$ cat config.mk
export PLATFORM = sky130hd
export DESIGN_NAME = integer_to_radix_string
export DESIGN_NICKNAME = d
export VERILOG_FILES = /design/src/hdl/itrs_pkg.sv /design/src/hdl/itrs_front.sv /design/src/hdl/itrs_div.sv /design/src/hdl/itrs_back.sv /design/src/hdl/integer_to_radix_string.sv
export SDC_FILE = /design/constraint.sdc
export NUM_CORES = 1
export LEC_CHECK = 0
export BUFFER_PORTS_ARGS = -buffer_cell sky130_fd_sc_hd__buf_2
export CORE_MARGIN = 8
export CORE_UTILIZATION = 50
export CTS_BUF_LIST = sky130_fd_sc_hd__clkbuf_8
export DETAILED_ROUTE_END_ITERATION = 7
export HOLD_SLACK_MARGIN = 0.03
export PLACE_DENSITY = 0.73
export SLEW_MARGIN = 20
export SYNTH_ARGS = -nofsm -noshare
export SYNTH_HDL_FRONTEND = slang
export SYNTH_SLANG_ARGS = --single-unit
$ cat constraint.sdc
create_clock -name clk -period 6.5 [get_ports clk]
set_clock_uncertainty 0.2 [all_clocks]
set_input_delay 0.65 -clock clk [delete_from_list [all_inputs] [get_ports clk]]
set_output_delay 0.65 -clock clk [all_outputs]
set_load 0.02 [all_outputs]
$ cat src/hdl/itrs_pkg.sv
package itrs_pkg;

	// Radix limits and special radix
	localparam int RADIX_MIN = 2;
	localparam int RADIX_MAX = 36;
	localparam int RADIX_DEC = 10;

	// ASCII mapping
	localparam logic [6:0] CHAR_MINUS = 7'h2D;
	localparam logic [6:0] CHAR_NONE  = 7'h00;
	localparam int ASCII_DIGIT_BASE   = 48;
	localparam int ASCII_ALPHA_BASE   = 55;
	localparam int DIGIT_DEC_LIMIT    = 10;

	// Divider iteration count, one quotient bit per cycle
	localparam int DIV_BITS = 32;

	// Classified item held in the front queue
	typedef struct packed {
		logic        bad;
		logic        neg;
		logic [31:0] mag;
		logic [5:0]  radix;
	} item_t;

	// Divider request
	typedef struct packed {
		logic        load;
		logic [31:0] dividend;
		logic [5:0]  divisor;
	} div_req_t;

	// Divider result
	typedef struct packed {
		logic        done;
		logic [31:0] quot;
		logic [5:0]  rem;
	} div_res_t;

	// Digit value to ASCII
	function automatic logic [6:0] ascii_of(input logic [5:0] d);
		logic [6:0] d7;
		d7 = {1'b0, d};
		if (d < 6'(DIGIT_DEC_LIMIT))
			ascii_of = 7'(ASCII_DIGIT_BASE) + d7;
		else
			ascii_of = 7'(ASCII_ALPHA_BASE) + d7;
	endfunction

endpackage

$ cat src/hdl/itrs_front.sv
module itrs_front (
	input  logic                 clk,
	input  logic                 arst_n,
	input  logic                 start,
	input  logic signed [31:0]   value,
	input  logic [5:0]           radix,
	output logic                 busy,
	input  logic                 pop,
	output logic                 head_vld,
	output itrs_pkg::item_t      head
);

	itrs_pkg::item_t cls;
	itrs_pkg::item_t slot_q [2];
	logic            wr_ptr_q;
	logic            rd_ptr_q;
	logic [1:0]      count_q;
	logic            push;
	logic            do_pop;
	logic [31:0]     value_u;

	// Classify the incoming item
	always_comb begin
		value_u   = $unsigned(value);
		cls.bad   = (radix < 6'(itrs_pkg::RADIX_MIN)) || (radix > 6'(itrs_pkg::RADIX_MAX));
		cls.neg   = (radix == 6'(itrs_pkg::RADIX_DEC)) && value_u[31];
		cls.mag   = cls.neg ? (32'd0 - value_u) : value_u;
		cls.radix = radix;
	end

	assign busy     = (count_q == 2'd2);
	assign push     = start && !busy;
	assign head_vld = (count_q != 2'd0);
	assign do_pop   = pop && head_vld;
	assign head     = slot_q[rd_ptr_q];

	// Two-entry queue control
	always_ff @(posedge clk or negedge arst_n) begin
		if (!arst_n) begin
			wr_ptr_q <= 1'b0;
			rd_ptr_q <= 1'b0;
			count_q  <= 2'd0;
		end else begin
			if (push)
				wr_ptr_q <= ~wr_ptr_q;
			if (do_pop)
				rd_ptr_q <= ~rd_ptr_q;
			case ({push, do_pop})
				2'b10:   count_q <= count_q + 2'd1;
				2'b01:   count_q <= count_q - 2'd1;
				default: count_q <= count_q;
			endcase
		end
	end

	// Queue payload
	always_ff @(posedge clk) begin
		if (push)
			slot_q[wr_ptr_q] <= cls;
	end

endmodule

$ cat src/hdl/itrs_div.sv
module itrs_div (
	input  logic                 clk,
	input  logic                 arst_n,
	input  itrs_pkg::div_req_t   req,
	output itrs_pkg::div_res_t   res
);

	logic [31:0] q_q;
	logic [5:0]  rem_q;
	logic [5:0]  divisor_q;
	logic [4:0]  bit_q;
	logic        active_q;
	logic        done_q;
	logic [6:0]  trial;
	logic        ge;
	logic [6:0]  diff;

	// One restoring step per cycle
	always_comb begin
		trial = {rem_q, q_q[31]};
		ge    = (trial >= {1'b0, divisor_q});
		diff  = ge ? (trial - {1'b0, divisor_q}) : trial;
	end

	// Control
	always_ff @(posedge clk or negedge arst_n) begin
		if (!arst_n) begin
			active_q <= 1'b0;
			done_q   <= 1'b0;
			bit_q    <= 5'd0;
		end else begin
			done_q <= 1'b0;
			if (req.load) begin
				active_q <= 1'b1;
				bit_q    <= 5'd0;
			end else if (active_q) begin
				bit_q <= bit_q + 5'd1;
				if (bit_q == 5'(itrs_pkg::DIV_BITS - 1)) begin
					active_q <= 1'b0;
					done_q   <= 1'b1;
				end
			end
		end
	end

	// Datapath
	always_ff @(posedge clk) begin
		if (req.load) begin
			q_q       <= req.dividend;
			rem_q     <= 6'd0;
			divisor_q <= req.divisor;
		end else if (active_q) begin
			q_q   <= {q_q[30:0], ge};
			rem_q <= diff[5:0];
		end
	end

	assign res.done = done_q;
	assign res.quot = q_q;
	assign res.rem  = rem_q;

endmodule

$ cat src/hdl/itrs_back.sv
module itrs_back #(
	parameter int DIGIT_SLOTS = 32
) (
	input  logic                 clk,
	input  logic                 arst_n,
	input  logic                 head_vld,
	input  itrs_pkg::item_t      head,
	output logic                 pop,
	output itrs_pkg::div_req_t   div_req,
	input  itrs_pkg::div_res_t   div_res,
	output logic                 strobe,
	output logic [6:0]           character,
	output logic                 last,
	output logic                 bad_base
);

	localparam int IW = $clog2(DIGIT_SLOTS);
	localparam int CW = $clog2(DIGIT_SLOTS + 1);

	typedef enum logic [3:0] {
		ST_IDLE = 4'b0001,
		ST_DIV  = 4'b0010,
		ST_SIGN = 4'b0100,
		ST_EMIT = 4'b1000
	} back_state_t;

	back_state_t state_q;
	logic [CW-1:0] cnt_q;
	logic [CW-1:0] cnt_inc;
	logic [IW-1:0] idx_q;
	logic          neg_q;
	logic [5:0]    radix_q;
	logic          out_vld_q;
	logic          out_sel_digit_q;
	logic [6:0]    out_char_q;
	logic          out_last_q;
	logic          out_bad_q;
	logic [5:0]    rd_data_q;
	logic [5:0]    stack_mem [DIGIT_SLOTS];
	logic          stack_we;
	logic          rd_en;
	logic          digits_done;

	assign cnt_inc     = cnt_q + CW'(1);
	assign digits_done = (div_res.quot == 32'd0) || (cnt_inc == CW'(DIGIT_SLOTS));
	assign stack_we    = (state_q == ST_DIV) && div_res.done;
	assign rd_en       = (state_q == ST_EMIT);
	assign pop         = (state_q == ST_IDLE) && head_vld;

	// Divider requests: first digit from the queue head, later ones from the quotient
	always_comb begin
		div_req.load     = 1'b0;
		div_req.dividend = head.mag;
		div_req.divisor  = head.radix;
		if (pop && !head.bad) begin
			div_req.load = 1'b1;
		end else if (stack_we && !digits_done) begin
			div_req.load     = 1'b1;
			div_req.dividend = div_res.quot;
			div_req.divisor  = radix_q;
		end
	end

	// Sequencer and output register
	always_ff @(posedge clk or negedge arst_n) begin
		if (!arst_n) begin
			state_q         <= ST_IDLE;
			cnt_q           <= '0;
			idx_q           <= '0;
			neg_q           <= 1'b0;
			radix_q         <= 6'd0;
			out_vld_q       <= 1'b0;
			out_sel_digit_q <= 1'b0;
			out_char_q      <= itrs_pkg::CHAR_NONE;
			out_last_q      <= 1'b0;
			out_bad_q       <= 1'b0;
		end else begin
			out_vld_q <= 1'b0;
			case (state_q)
				ST_IDLE: begin
					if (head_vld) begin
						if (head.bad) begin
							out_vld_q       <= 1'b1;
							out_sel_digit_q <= 1'b0;
							out_char_q      <= itrs_pkg::CHAR_NONE;
							out_last_q      <= 1'b1;
							out_bad_q       <= 1'b1;
						end else begin
							neg_q   <= head.neg;
							radix_q <= head.radix;
							cnt_q   <= '0;
							state_q <= ST_DIV;
						end
					end
				end
				ST_DIV: begin
					if (div_res.done) begin
						cnt_q <= cnt_inc;
						if (digits_done) begin
							idx_q   <= cnt_q[IW-1:0];
							state_q <= neg_q ? ST_SIGN : ST_EMIT;
						end
					end
				end
				ST_SIGN: begin
					out_vld_q       <= 1'b1;
					out_sel_digit_q <= 1'b0;
					out_char_q      <= itrs_pkg::CHAR_MINUS;
					out_last_q      <= 1'b0;
					out_bad_q       <= 1'b0;
					state_q         <= ST_EMIT;
				end
				ST_EMIT: begin
					out_vld_q       <= 1'b1;
					out_sel_digit_q <= 1'b1;
					out_last_q      <= (idx_q == '0);
					out_bad_q       <= 1'b0;
					if (idx_q == '0)
						state_q <= ST_IDLE;
					else
						idx_q <= idx_q - IW'(1);
				end
				default: state_q <= ST_IDLE;
			endcase
		end
	end

	// Digit stack write, least significant digit first
	always_ff @(posedge clk) begin
		if (stack_we)
			stack_mem[cnt_q[IW-1:0]] <= div_res.rem;
	end

	// Digit stack read, most significant first
	always_ff @(posedge clk) begin
		if (rd_en)
			rd_data_q <= stack_mem[idx_q];
	end

	assign strobe    = out_vld_q;
	assign character = out_sel_digit_q ? itrs_pkg::ascii_of(rd_data_q) : out_char_q;
	assign last      = out_last_q;
	assign bad_base  = out_bad_q;

	// Divider only finishes while a conversion is dividing
	a_done_in_div: assert property (@(posedge clk) disable iff (!arst_n)
		div_res.done |-> (state_q == ST_DIV))
		else $error("divider done outside digit loop");

	// Remainder is a legal digit of the current radix
	a_rem_range: assert property (@(posedge clk) disable iff (!arst_n)
		div_res.done |-> (div_res.rem < radix_q))
		else $error("remainder not below radix");

	// Digit count never passes the stack depth
	a_cnt_bound: assert property (@(posedge clk) disable iff (!arst_n)
		cnt_q <= CW'(DIGIT_SLOTS))
		else $error("digit count beyond stack depth");

	// Sign state puts a minus on the output in the next cycle
	a_sign_out: assert property (@(posedge clk) disable iff (!arst_n)
		(state_q == ST_SIGN) |=> (out_vld_q && !out_sel_digit_q
			&& (out_char_q == itrs_pkg::CHAR_MINUS) && !out_last_q))
		else $error("minus not emitted after sign state");

	// A queue head taken with a legal radix starts the digit loop
	a_pop_idle: assert property (@(posedge clk) disable iff (!arst_n)
		(pop && !head.bad) |=> (state_q == ST_DIV))
		else $error("accepted conversion did not enter digit loop");

endmodule

$ cat src/hdl/integer_to_radix_string.sv
// A bad radix gives its single result, with last and bad_base high, and no division; a valid
// conversion of d digits gives its characters, an optional '-' first, after its d divisions.
// Items are converted one at a time: the back end takes the next queued item only after it has
// issued the last character of the current one; the bit-serial divider, run once per digit, sets the pace.
// A two-entry queue takes new items during a conversion; busy is high while it is full.
// Reset: arst_n clears all control state at once; no clearing pass. Results are strobed.
module integer_to_radix_string #(
	parameter int DIGIT_SLOTS = 32
) (
	input  logic                 clk,
	input  logic                 arst_n,
	input  logic                 start,
	output logic                 busy,
	input  logic signed [31:0]   value,
	input  logic [5:0]           radix,
	output logic                 strobe,
	output logic [6:0]           character,
	output logic                 last,
	output logic                 bad_base
);

	logic               head_vld;
	itrs_pkg::item_t    head;
	logic               pop;
	itrs_pkg::div_req_t div_req;
	itrs_pkg::div_res_t div_res;

	// Front: classify and queue
	itrs_front u_front (
		.clk      (clk),
		.arst_n   (arst_n),
		.start    (start),
		.value    (value),
		.radix    (radix),
		.busy     (busy),
		.pop      (pop),
		.head_vld (head_vld),
		.head     (head)
	);

	// Bit-serial divider, used by the back end for every digit
	itrs_div u_div (
		.clk    (clk),
		.arst_n (arst_n),
		.req    (div_req),
		.res    (div_res)
	);

	// Back: digit loop, stack and emit
	itrs_back #(
		.DIGIT_SLOTS (DIGIT_SLOTS)
	) u_back (
		.clk       (clk),
		.arst_n    (arst_n),
		.head_vld  (head_vld),
		.head      (head),
		.pop       (pop),
		.div_req   (div_req),
		.div_res   (div_res),
		.strobe    (strobe),
		.character (character),
		.last      (last),
		.bad_base  (bad_base)
	);

endmodule

==> impl_metrics.py, run 1 <==
metrics = {
    "worst_setup_path": {
        "reg2reg_from": "u_front.rd_ptr_q",
        "path_class": "primary input to flip-flop",
        "reg2regPathDepth": 6,
        "required_ps": 6630,
        "crit_fanout": 20,
        "start_kind": "primary input",
        "startpoint": "radix[2]",
        "endpoint_kind": "flip-flop",
        "crit_path_end": "u_front.slot_q[1][12]",
        "r2r_end": "u_div.q_q[23]",
        "reg2reg_slack_ps": 3290,
        "arrival_ps": 3550,
    },
    "placed_design": {
        "place_congestion": 0.767,
        "hpwl_um": 19400,
        "placed_cells": 1412,
        "port_buffers": 51,
    },
    "layout": {
        "n_antenna_cell": 0,
        "drive_gt1_share_pct": 21.0,
        "final_common_cell": "edfxtp_1",
        "final_cells": 1513,
        "nets": 1138,
        "fillers": 2360,
        "utilization_pct": 56.4,
        "area_delta_synth_final_pct": 11.2,
        "final_cell_mix": "edfxtp_1 (316), nand2_1 (86), nor2_1 (68)",
    },
    "cts": {
        "post_cts_resized": 0,
        "cts_root_buffer": "clkbuf_8",
        "clkSinkCount": 360,
        "cts_tree": "built",
        "cts-htree-levels": 2,
        "clock_path_buffers": 3,
        "cts_buffers": 56,
        "clkTransAtPathRegs_ps": 60,
        "clk_latency_ps": 590,
    },
    "yosys": {
        "async_flop_share_pct": 10.6,
        "synth_warnings": 0,
        "synth_top_area_cell": "edfxtp_1",
        "syn_inst": 1002,
        "synth_top_area_share_pct": 61.2,
        "synthDistinctLibCells": 58,
        "synth_nets": 1063,
        "ys_seq_area_share_pct": 68.1,
        "synth_edf_count": 316,
        "ys_top_cells_by_area": "edfxtp_1 (61%), mux4_2 (8.7%), dfrtp_1 (6.0%)",
        "postSynthAreaPerCell_um2": 15.5,
        "synth_seq_cells": 360,
        "syn-cell-area_mm2": 0.0155,
        "ys.flop_type": "edfxtp_1",
    },
    "routing": {
        "vias": 8670,
        "drt-vias-per-instance": 5.73,
        "drc": 0,
        "wirelength_um": 30400,
        "firstDrtPassIters": 5,
        "drt_iter0_drc": 708,
        "wire_per_inst_um": 20.1,
        "ant_nets": 0,
    },
    "floorplanning": {
        "dieArea_mm2": 0.0369,
        "fp.dieH_um": 192,
        "die_w_um": 192,
        "row_count": 64,
        "pin_count": 52,
        "core_mm2": 0.0306,
        "initial_core_util_pct": 50.7,
    },
    "timing": {
        "hold_viol": 0,
        "min_period_ps": 3430,
        "final.period_utilization_pct": 52.7,
        "relSlewSlack_pct": 32.7,
        "timing.fmax_mhz": 292,
        "setup_tns_ps": 0,
        "tightest_slew_ps": 1010,
        "rsz0062_at_grt": "false",
        "maxSlewViolCount": 0,
        "setup_viol": 0,
    },
    "global_route": {
        "overflow": 0,
        "met3_usage_pct": 2.78,
        "grt_start_max_net_pins": 79,
        "use_met1_pct": 22.7,
        "grt_pass1_wl_um": 48500,
        "grt_usage_pct": 16.7,
        "grt_antenna_before_repair": 0,
        "grt_use_met2_pct": 27.4,
        "grt_pass1_vias": 8935,
        "top_usage_layer": "met2",
    },
    "outcome": {
        "outcome": "finished, final reports clean",
    },
    "pwr": {
        "power_density_mw_per_mm2": 420,
        "leakage_nw": 6.15,
        "ir_drop_mv": 0.224,
    },
    "worst_hold_path": {
        "min_path_type": "primary input to flip-flop",
        "min_from": "value[0]",
    },
    "job": {
        "drv_cap": 0,
    },
}
[cells in the mapped netlist (all sizes together), types with 5 or more instances]
master and instances:
edfxtp 316, nand2 86, nor2 70, mux4 60, clkbuf 39, mux2i 38
dfrtp 37, o21ai 36, o22ai 33, xnor2 29, inv 27, a21oi 19
ha 19, mux2 19, xor2 19, nand3 14, nor4 13, buf 11
nor3 11, o31ai 9, or3 9, nand2b 8, dfxtp 6, nand3b 6
o21a 6, and3 5, nor2b 5, o41ai 5
[power by group]
part | internal (mW) | total [mW] | switching (mW)
Combinational | 0.927 | 2.07 | 1.15
Clock | 0.908 | 1.76 | 0.854
Sequential | 3.13 | 3.40 | 0.268
Total | 4.97 | 7.24 | 2.27
[stage by stage]
stage	hold slack, ps	area, µm²	setup slack (ps)	power [mW]
2_1_floorplan	154	15500	1860	4.94
3_3_place_gp	257	16200	3050	5.47
6_report	64.2	17200	3070	7.24
4_1_cts	31.6	17200	3110	7.30
3_5_place_dp	286	16200	2970	5.54
5_1_grt	45.6	17200	2900	7.65
[registers in the layout, indices dropped and copies added, names as in the netlist, 2 cells and up]
signal            cells
u_back.state_q        4
u_div.q_q            32
u_div.divisor_q       6
u_front.slot_q       80
u_back.rd_data_q      6
u_back.cnt_q          6
u_back.radix_q        6
u_back.idx_q          5
u_front.count_q       2
u_div.bit_q           5
u_div.rem_q           6
u_back.stack_mem    192
[worst min path at each step]
stage	end	slack, ps	cells after the start
floorplan	u_back.bad_base	150	0
global placement	u_back.bad_base	260	2
detailed placement	u_back.bad_base	290	2
CTS	u_front.slot_q[0][6]	30	1
global route	u_front.slot_q[0][6]	50	1
finish	u_front.slot_q[0][6]	60	1
[cells by family (layout without fill, tap and decap cells)]
family                   count (synthesis)  in the layout  synth area share [%]
flip-flops                             360            360                  68.1
buffers and inverters                   79            194                  1.96
adder cells (fa/ha/maj)                 20             20                  1.66
AO/OA/AOI/OAI                          135            135                  5.65
AND/OR/NAND/NOR                        243            243                  7.39
XOR/XNOR                                48             48                  2.71
multiplexers                           117            117                  12.5
[final cells by class]
| cell class | count | area, µm² | area share, % |
|---|---|---|---|
| Clock buffer | 58 | 798 | 4.63 |
| Clock inverter | 40 | 233 | 1.35 |
| Inverter | 29 | 109 | 0.631 |
| Multi-Input combinational cell | 563 | 4660 | 27.0 |
| Sequential cell | 360 | 10600 | 61.3 |
| Tap cell | 396 | 495 | 2.87 |
| Timing Repair Buffer | 67 | 383 | 2.22 |
[per-layer routing]
metal | vias to the layer above | share of wire (%)
met5 | - | 0
met4 | 0 | 2.1
met3 | 61 | 5.5
met2 | 260 | 49
met1 | 4313 | 43
li1 | 4036 | -
[worst max-delay path: stages]
cell and delay, ps:
dlygate4sd3_1 530, buf_2 130, or2_2 300, nor4_1 530
nand2_1 490, clkinv_1 520, o41ai_1 210, xnor2_1 190
[repair_timing]
| item | in CTS | in global routing |
|---|---|---|
| hold buffers | 3 | 0 |
| setup endpoints to repair | 0 | 0 |
| hold endpoints to repair | 41 | 0 |
| buffers inserted | 0 | 0 |
Note: power is estimated with default switching activity, not from simulation.
==> inputs of run 2 (changes only) <==
==> constraint.sdc (replaced) <==
create_clock -name clk -period 3.3 [get_ports clk]
set_clock_uncertainty 0.2 [all_clocks]
set_input_delay 0.33 -clock clk [delete_from_list [all_inputs] [get_ports clk]]
set_output_delay 0.33 -clock clk [all_outputs]
set_load 0.02 [all_outputs]
==> impl_metrics.py, run 2 (synthesized netlist as in run 1, its figures left out) <==
metrics = {
    "outcome": {
        "outcome": "finished, final reports clean",
    },
    "timing": {
        "timing.fmax_mhz": 311,
        "setup_tns_ps": 0,
        "setup_viol": 0,
        "finalWorstSetupSlack_ps": 80.4,
        "tightest_slew_ps": 931,
        "min_period_ps": 3220,
        "maxSlewViolCount": 0,
        "hold_viol": 0,
        "relSlewSlack_pct": 37.9,
        "final.period_utilization_pct": 97.6,
        "rsz0062_at_grt": "false",
    },
    "worst_setup_path": {
        "crit_path_cell_trace": "dlygate4sd3_1 > buf_2 > or3_1 > or4_4 > or4_4 > o41ai_2 > xnor2_1 > dlygate4sd3_1",
        "reg2reg_slack_ps": 590,
        "required_ps": 3440,
        "reg2regPathDepth": 7,
        "endpoint_kind": "flip-flop",
        "arrival_ps": 3360,
        "crit_fanout": 6,
        "start_kind": "primary input",
        "crit_path_top_delay_cell": "dlygate4sd3_1",
        "cpPeakStageDelay_ps": 590,
        "reg2reg_from": "u_div.q_q[16]",
        "r2r_end": "u_div.q_q[28]",
        "path_class": "primary input to flip-flop",
    },
    "worst_hold_path": {
        "hold_depth": 3,
        "hold_path_end": "u_front.slot_q[0][11]",
        "min_from": "value[3]",
        "min_path_type": "primary input to flip-flop",
    },
    "routing": {
        "vias": 8894,
        "drt-vias-per-instance": 5.65,
        "ant_nets": 0,
        "wire_per_inst_um": 19.6,
        "drc": 0,
        "firstDrtPassIters": 4,
        "wirelength_um": 30900,
        "drt_iter0_drc": 723,
    },
    "layout": {
        "largest_reg_flops": 192,
        "nets": 1193,
        "final_common_cell": "edfxtp_1",
        "n_antenna_cell": 0,
        "area_delta_synth_final_pct": 15.2,
        "final_cell_mix": "edfxtp_1 (316), nand2_1 (86), nor2_1 (68)",
        "final_cells": 1573,
        "design_area_mm2": 0.0179,
        "drive_gt1_share_pct": 21.5,
    },
    "cts": {
        "clkTransAtPathRegs_ps": 60,
        "cts-htree-levels": 2,
        "cts_buffers": 57,
        "cts_root_buffer": "clkbuf_8",
        "clock_path_buffers": 3,
        "clk_latency_ps": 600,
        "clkSinkCount": 360,
        "post_cts_resized": 0,
        "cts_tree": "built",
    },
    "pwr": {
        "power_density_mw_per_mm2": 808,
        "leakage_nw": 6.43,
        "ir_drop_mv": 0.379,
        "power_mw": 14.4,
    },
    "floorplanning": {
        "pin_count": 52,
        "dieArea_mm2": 0.0369,
        "fp.dieH_um": 192,
        "die_w_um": 192,
        "row_count": 64,
        "initial_core_util_pct": 50.7,
        "core_mm2": 0.0306,
    },
    "job": {
        "drv_cap": 0,
    },
    "global_route": {
        "grt_pass1_wl_um": 49400,
        "grt_usage_pct": 17.1,
        "grt_pass1_vias": 9176,
        "overflow": 0,
        "grt_start_max_net_pins": 51,
        "grt_antenna_before_repair": 0,
    },
    "placed_design": {
        "port_buffers": 51,
        "placed_area_mm2": 0.0163,
        "placed_cells": 1423,
        "hpwl_um": 19600,
        "preCtsSetupSlack_ps": 268,
        "place_congestion": 0.793,
    },
}
[run 2: how the worst max path moves through the flow]
| stage | startpoint | to | cells after the start |
|---|---|---|---|
| after floorplan | u_back.cnt_q[1] | u_div.q_q[0] | 8 |
| after global placement | value[6] | u_front.slot_q[0][35] | 7 |
| after detailed placement | value[6] | u_front.slot_q[0][35] | 7 |
| after CTS | value[12] | u_front.slot_q[1][23] | 8 |
| after global routing | value[12] | u_front.slot_q[1][23] | 8 |
| final | value[12] | u_front.slot_q[1][23] | 8 |
[run 2: where the power goes]
group	total (mW)	switching [mW]	internal, mW
registers	6.58	0.413	6.17
logic	4.35	2.41	1.94
clock network	3.51	1.68	1.83
[run 2: worst max-delay path, delay by kind of cell]
| kind | cells | cell delay [ps] |
|---|---|---|
| compound gates | 1 | 260 |
| xor+xnor | 1 | 110 |
| simple gates | 3 | 1400 |
| buf+inv | 3 | 1270 |
[run 2: metrics by stage]
stage               hold WS, ps  util, %
global route               71.9     58.4
CTS                        38.9     58.4
detailed placement          268     53.3
finish                     87.8     58.4
floorplan                  -166        -
global placement            257     53.3
[run 2: layout make-up]
type                            count  area, µm²
Tap cell                          396        495
Inverter                           29        109
Fill cell                        2334      12700
Clock inverter                     38        183
Timing Repair Buffer              121        946
Sequential cell                   360      10600
Multi-Input combinational cell    563       4660
Clock buffer                       66        908
[run 2: metal layers]
metal	vias to the layer above	global-route usage, %	routed length (µm)
li1	4136	-	-
met1	4432	22.7	13300
met2	259	27.3	14900
met3	67	3.72	1850
met4	0	6.23	837
met5	-	0	0
[run 2: repair_timing]
action / CTS / global route
hold buffers: 46 / 0
setup buffers: 0 / 0
hold endpoints to repair: 114 / 0
==> inputs of run 3 (changes only) <==
--- a/config.mk
+++ b/config.mk
@@ -11,7 +11,7 @@
 export CTS_BUF_LIST = sky130_fd_sc_hd__clkbuf_8
 export DETAILED_ROUTE_END_ITERATION = 7
 export HOLD_SLACK_MARGIN = 0.03
-export PLACE_DENSITY = 0.73
+export PLACE_DENSITY = 0.62
 export SLEW_MARGIN = 20
 export SYNTH_ARGS = -nofsm -noshare
 export SYNTH_HDL_FRONTEND = slang
==> impl_metrics.py, run 3 (synthesized netlist as in run 1, its figures left out) <==
metrics = {
    "global_route": {
        "grt_pass1_wl_um": 51200,
        "overflow": 0,
        "grt_start_max_net_pins": 62,
        "grt_pass1_vias": 9063,
        "grt_usage_pct": 17.9,
        "grt_antenna_before_repair": 0,
    },
    "timing": {
        "timing.fmax_mhz": 314,
        "final.period_utilization_pct": 96.6,
        "relSlewSlack_pct": 48.6,
        "maxSlewViolCount": 0,
        "min_period_ps": 3190,
        "rsz0062_at_grt": "false",
        "setup_tns_ps": 0,
        "hold_slack_ps": 99.9,
        "setup_viol": 0,
        "tightest_slew_ps": 770,
        "hold_viol": 0,
    },
    "cts": {
        "cts_tree": "built",
        "cts-htree-levels": 2,
        "cts_root_buffer": "clkbuf_8",
        "cts_buffers": 59,
        "clkTransAtPathRegs_ps": 60,
        "clock_path_buffers": 3,
        "clk_latency_ps": 590,
        "clkSinkCount": 360,
    },
    "layout": {
        "drive_gt1_share_pct": 22.3,
        "n_antenna_cell": 0,
        "largest_reg_flops": 192,
        "final_cell_mix": "edfxtp_1 (316), nand2_1 (86), clkbuf_8 (70)",
        "final_common_cell": "edfxtp_1",
        "area_delta_synth_final_pct": 16.0,
        "nets": 1201,
        "utilization_pct": 58.8,
    },
    "routing": {
        "wire_per_inst_um": 20.5,
        "drt_iter0_drc": 614,
        "wl_met1_um": 15200,
        "drt-vias-per-instance": 5.57,
        "vias": 8846,
        "dr.max_layer_used": "met4",
        "wirelength_um": 32500,
        "routed-wl-met3_um": 1510,
        "drc": 0,
        "ant_nets": 0,
        "firstDrtPassIters": 4,
        "route.met2.wl_um": 15000,
    },
    "worst_setup_path": {
        "reg2regPathDepth": 7,
        "required_ps": 3410,
        "start_kind": "primary input",
        "cpPeakStageDelay_ps": 580,
        "crit_path_cell_trace": "dlygate4sd3_1 > buf_2 > or4_4 > or4_4 > or4_4 > buf_4 > buf_4 > nor3_4 > a21oi_1 > xor2_1",
        "crit_top_cell": "or4_4",
        "cp_num_cells": 10,
        "endpoint_kind": "flip-flop",
        "path_class": "primary input to flip-flop",
        "crit_fanout": 5,
        "arrival_ps": 3300,
        "cp_num_buf_inv": 4,
        "crit_family": "simple AND/OR/NAND/NOR gates",
        "crit_path_top_delay_cell": "or4_4",
    },
    "floorplanning": {
        "core_mm2": 0.0306,
        "row_count": 64,
        "dieArea_mm2": 0.0369,
        "die_w_um": 192,
        "initial_core_util_pct": 50.7,
        "pin_count": 52,
        "fp.dieH_um": 192,
    },
    "worst_hold_path": {
        "hold_depth": 3,
        "min_path_type": "primary input to flip-flop",
    },
    "pwr": {
        "leakage_nw": 6.52,
        "power_density_mw_per_mm2": 818,
        "ir_drop_mv": 0.430,
        "power_mw": 14.7,
    },
    "placed_design": {
        "port_buffers": 51,
        "place_congestion": 0.774,
        "hpwl_um": 20700,
    },
    "job": {
        "drv_cap": 0,
    },
    "outcome": {
        "outcome": "finished, final reports clean",
    },
}
## run 3: power breakdown
part           switching, mW  internal, mW
logic                   2.50          1.95
clock network           1.71          2.00
registers              0.391          6.16
total                   4.61          10.1
## run 3: through the flow
step / area (µm²) / std cells / setup slack (ps)
after floorplan: 15500 / 1002 / 130
after global placement: 16400 / 1432 / 291
after detailed placement: 16400 / 1432 / 263
after CTS: 18000 / 1587 / 7.26
after global routing: 18000 / 1587 / 49.1
final: 18000 / 1587 / 113
## run 3: worst paths after layout
kind | slack, ps | to | from
hold / removal | 100 | u_front.slot_q[0][11] | value[4]
max in group asynchronous | 2120 | u_div.active_q | arst_n
hold reg to reg | 270 | u_back.bad_base | u_back.bad_base
setup / recovery | 110 | u_front.slot_q[0][35] | value[3]
setup reg to reg | 580 | u_div.q_q[29] | u_back.cnt_q[0]
min in group asynchronous | 160 | u_back.radix_q[3] | arst_n
## run 3: tightest hold or removal path: cells and delay by family
family                 cells  cell delay [ps]
AO/OA/AOI/OAI              1              100
buffers and inverters      1              120
XOR/XNOR                   1              160
## run 3: layout make-up
type | count | area [µm²]
clock buffer | 70 | 963
clock inverter | 42 | 201
fill | 2357 | 12600
inverter | 29 | 109
multi-input combinational | 563 | 4680
sequential | 360 | 10600
tap | 396 | 495
timing repair buffer | 127 | 978
## run 3: routing by layer
metal / global-route usage, % / vias to the layer above
met1: 25.6 / 4422
li1: - / 4168
met5: 0 / -
met3: 3.34 / 60
met2: 27.6 / 196
met4: 5.73 / 0
## run 3: timing repair
action	4_1_cts	5_1_grt
hold buffers	43	0
endpoints found under the hold margin	105	0
endpoints found under the setup margin	0	4
buffers inserted	0	2
resized for setup	0	2
